[src/sv/msic_pkg.sv]
// Package: shared types and codes for the inversion-counting sorter.
package msic_pkg;

  // Fixed field widths
  localparam int VAL_W    = 32;
  localparam int INV_W    = 11;
  // Per-item displacement count; holds up to the largest supported capacity
  localparam int HOP_W    = 7;
  localparam int CAPACITY_DEFAULT = 64;

  // Token modes while an item walks the cell row
  localparam logic [1:0] MODE_SEARCH = 2'd0;  // looking for its slot
  localparam logic [1:0] MODE_SHIFT  = 2'd1;  // displaced value moving right
  localparam logic [1:0] MODE_DONE   = 2'd2;  // value placed, count still traveling

  typedef struct packed {
    logic signed [VAL_W-1:0] value;
    logic                    last;
  } in_t;

  typedef struct packed {
    logic signed [VAL_W-1:0] sorted_value;
    logic [INV_W-1:0]        inversions;
    logic                    overflow;
    logic                    last_out;
  } out_t;

  // Token handed from one cell to the next
  typedef struct packed {
    logic                    valid;
    logic [1:0]              mode;
    logic signed [VAL_W-1:0] value;
    logic [HOP_W-1:0]        hops;
  } tok_t;

  // Value held by one cell
  typedef struct packed {
    logic                    valid;
    logic signed [VAL_W-1:0] value;
  } slot_t;

endpackage

[src/sv/msic_cell.sv]
// One cell of the sorting row: holds one value and passes a token right.
module msic_cell (
  input  logic          clk,
  input  logic          rst,
  input  msic_pkg::tok_t  tin,
  input  logic          shift_en,
  input  msic_pkg::slot_t right,
  output msic_pkg::tok_t  tout,
  output msic_pkg::slot_t hold
);
  import msic_pkg::*;

  slot_t hold_next;
  tok_t  tok_next;

  // Insert, displace or pass; drain shifts the row left
  always_comb begin
    hold_next = hold;
    tok_next  = tin;
    if (shift_en) begin
      hold_next      = right;
      tok_next.valid = 1'b0;
    end else if (tin.valid) begin
      case (tin.mode)
        MODE_SEARCH: begin
          if (!hold.valid) begin
            hold_next     = '{valid: 1'b1, value: tin.value};
            tok_next.mode = MODE_DONE;
          end else if (tin.value < hold.value) begin
            // strictly smaller: take this slot, push the held value on
            hold_next      = '{valid: 1'b1, value: tin.value};
            tok_next.mode  = MODE_SHIFT;
            tok_next.value = hold.value;
            tok_next.hops  = tin.hops + HOP_W'(1);
          end
        end
        MODE_SHIFT: begin
          hold_next = '{valid: 1'b1, value: tin.value};
          if (!hold.valid) begin
            tok_next.mode = MODE_DONE;
          end else begin
            tok_next.value = hold.value;
            tok_next.hops  = tin.hops + HOP_W'(1);
          end
        end
        default: begin
          // placed token just carries its count to the end of the row
        end
      endcase
    end
  end

  always_ff @(posedge clk) begin
    if (rst) begin
      hold <= '0;
      tout <= '0;
    end else begin
      hold <= hold_next;
      tout <= tok_next;
    end
  end

endmodule

[config.mk]
export PLATFORM = sky130hd
export DESIGN_NAME = msic_cell
export DESIGN_NICKNAME = d
export VERILOG_FILES = /design/src/sv/msic_pkg.sv /design/src/sv/msic_cell.sv
export SDC_FILE = /design/constraint.sdc
export NUM_CORES = 1
export LEC_CHECK = 0
export BUFFER_PORTS_ARGS = -buffer_cell sky130_fd_sc_hd__buf_4
export CAP_MARGIN = 20
export CORE_UTILIZATION = 50
export DETAILED_ROUTE_END_ITERATION = 16
export PLACE_DENSITY = 0.8
export SYNTH_ARGS = -nofsm -noshare
export SYNTH_HDL_FRONTEND = slang
export SYNTH_SLANG_ARGS = --single-unit
[constraint.sdc]
create_clock -name clk -period 2.9 [get_ports clk]
set_input_delay 0.29 -clock clk [delete_from_list [all_inputs] [get_ports clk]]
set_output_delay 0.29 -clock clk [all_outputs]
set_load 0.005 [all_outputs]
==> impl_metrics.ini <==
[routing]
viasPerCell = 5.57
drt_iter0_drc = 161
vias = 4145
postRouteWirelength_um = 11700
ant_nets = 0
wl_per_cell_um = 15.8
route.detailed.drc = 0
drtPass1Iterations = 4

[die]
num_rows = 33
start_util = 0.522
ios = 153
design.core.area_um2 = 8260
die-height_um = 94.8
die_area_um2 = 8990
die_width_um = 94.8

[hold_path]
hold_class = input port to register
hold_end = tout[38]$_SDFF_PP0_
hold_start = tin[38]
whs_path_depth = 2

[setup_path]
cp.required_ns = 3.19
worst_r2r_endpoint = tout[26]$_SDFF_PP0_
crit_path_cell_trace = inv_1 -> ha_1 -> nand4_4 -> nor3_1 -> a211o_1 -> or3_4 -> and3_4 -> buf_4 -> o31ai_4 -> buf_4 -> buf_12 -> a22o_1
critPathMostFrequentCell = buf_4
worstPathMaxFanout = 10
cp_slowest_stage_delay_ns = 0.39
start_kind = register
worstSetupEndpointType = register
crit_family = simple AND/OR/NAND/NOR gates
critPathKind = register to register
cp.arrival_ns = 3.12
crit_buf_inv = 4
r2r-start = hold[31]$_SDFFE_PP0P_
worstRegToRegCells = 12
rrSetupSlack_ns = 0.07
critPathSlowestCell = or3_4

[global_routing]
grt_pass1_vias = 4039
grt_pass1_wl_um = 18300
antenna_found_initial = 0
overflow = 0
grt_max_degree = 49
grt_use_total = 0.259

[final_layout]
layout.nets = 744
final_common_cell = buf_4
drive_above_1_share = 0.380
antenna_cells = 0
area_delta_synth_final_pct = 37.2
final_cell_mix = buf_4, nor2_1, dfxtp_1

[logic_synthesis]
yosysWarnings = 0
avgSynthCellArea_um2 = 9.00
syn_inst = 479
synthesis.nets = 589
ys_seq_area_frac = 0.348
ys_types = 49
ys_ff_latch = 75
synthesis.area_um2 = 4310
synth_area_leaders = dfxtp_1, ha_1, mux2_2
netlist.area_leader.share = 0.348
synth_edf_count = 0
yosysTopAreaCell = dfxtp_1
ys_async_sr_fraction = 0
synth_flop_cell = dfxtp_1

[clocking]
hold_buffers = 0
clock_latency_ns = 0.36
cts_buffer_depth = 2
cts_root_buf = clkbuf_8
clk_pin_slew_ns = 0.08
cts_sinks = 75
numCtsBuffers = 9
cts_tree = done
h-tree-depth = 3

[timing]
fin_skew_ns = 0.0136
final-hold-violation-count = 0
layout_min_cycle_time_ns = 2.83
setup_ws_ns = 0.0718
fin_crit_sh = 0.975
worst_slew_pin_slew_ns = 0.831
setup_viol = 0
holdWs_ns = 0.165
relSlewSlack = 0.444
setup_tns_ns = 0
finalMaxSlewViolations = 0
fmax_ghz = 0.354

[place]
dp_hpwl_um = 8490
portBuffers = 152
preCtsSetupSlack_ns = 0.0621
gp_congestion = 0.874

[outcome]
status = complete, no violations

[power]
ir_worst_vdd_mv = 0.213
p_leak_nw = 2.78
p_per_area_nw_per_um2 = 464

[flow_run]
max_cap_viol_count = 0
registers in the layout (all words and copies together) (netlist names):
| register | count |
|---|---|
| tout | 42 |
| hold | 33 |
layout make-up:
cell class                 instances  area [µm²]
fill                             642        2350
clock inverter                     4        48.8
clock buffer                      12         155
inverter                          34         128
timing repair buffer             171        1360
tap                              105         131
multi-input combinational        343        2590
sequential                        75        1510
how the worst max path moves through the flow:
stage,cells after the start,end,start
2_1_floorplan,11,hold[10]$_SDFFE_PP0P_,hold[30]$_SDFFE_PP0P_
4_1_cts,10,hold[5]$_SDFFE_PP0P_,hold[30]$_SDFFE_PP0P_
6_report,12,tout[26]$_SDFF_PP0_,hold[31]$_SDFFE_PP0P_
3_3_place_gp,10,hold[14]$_SDFFE_PP0P_,tin[26]
5_1_grt,12,tout[26]$_SDFF_PP0_,hold[31]$_SDFFE_PP0P_
3_5_place_dp,10,hold[5]$_SDFFE_PP0P_,tin[26]
power by group:
part | total (mW) | internal [mW] | switching, mW
Sequential | 1.16 | 1.11 | 0.0468
Clock | 0.838 | 0.444 | 0.394
Combinational | 0.744 | 0.399 | 0.345
Total | 2.74 | 1.96 | 0.785
worst reg2reg max path, cell delays in order (launching register included):
cell and delay [ns]:
dfxtp_1 0.36, inv_1 0.07, ha_1 0.35, nand4_4 0.16, nor3_1 0.09, a211o_1 0.27
or3_4 0.39, and3_4 0.21, buf_4 0.16, o31ai_4 0.26, buf_4 0.18, buf_12 0.13
a22o_1 0.15
synthesized netlist by cell type, drive strengths merged (2+ instances only):
library cell,n
a21o,2
a21oi,16
a221oi,2
a22o,26
and2,2
and3,3
and4,2
buf,12
clkbuf,15
dfxtp,75
ha,32
inv,34
mux2,36
mux2i,38
nand2,18
nand2b,2
nand3,12
nand4,11
nor2,90
nor2b,7
nor3,3
o211ai,7
o21ai,13
o2bb2ai,3
o31ai,2
or3,3
per-layer routing:
layer  wire [µm]  GRT usage
met2        5930      0.453
met3         556     0.0459
met5           0          0
met1        4980      0.303
met4         278      0.129
logic make-up (layout without fill, tap and decap cells):
family / count (synthesis) / count (layout) / share of synthesized area
AO/OA/AOI/OAI: 83 / 83 / 0.150
adder cells (fa/ha/maj): 32 / 32 / 0.0929
buffers and inverters: 61 / 221 / 0.0650
flip-flops: 75 / 75 / 0.348
multiplexers: 74 / 74 / 0.182
AND/OR/NAND/NOR: 154 / 154 / 0.162
stage by stage:
stage	util	std cells	area (µm²)	total power, mW
floorplan	-	479	4310	1.56
global placement	0.675	721	5570	1.86
detailed placement	0.675	721	5570	1.89
CTS	0.700	737	5780	2.72
global route	0.716	744	5910	2.90
finish	0.716	744	5910	2.74
timing repair:
item | in CTS | in global routing
endpoints found under the setup margin | 0 | 67
gates resized for setup | 0 | 12
buffers inserted | 0 | 6
Power figures use the tool's default switching activity.
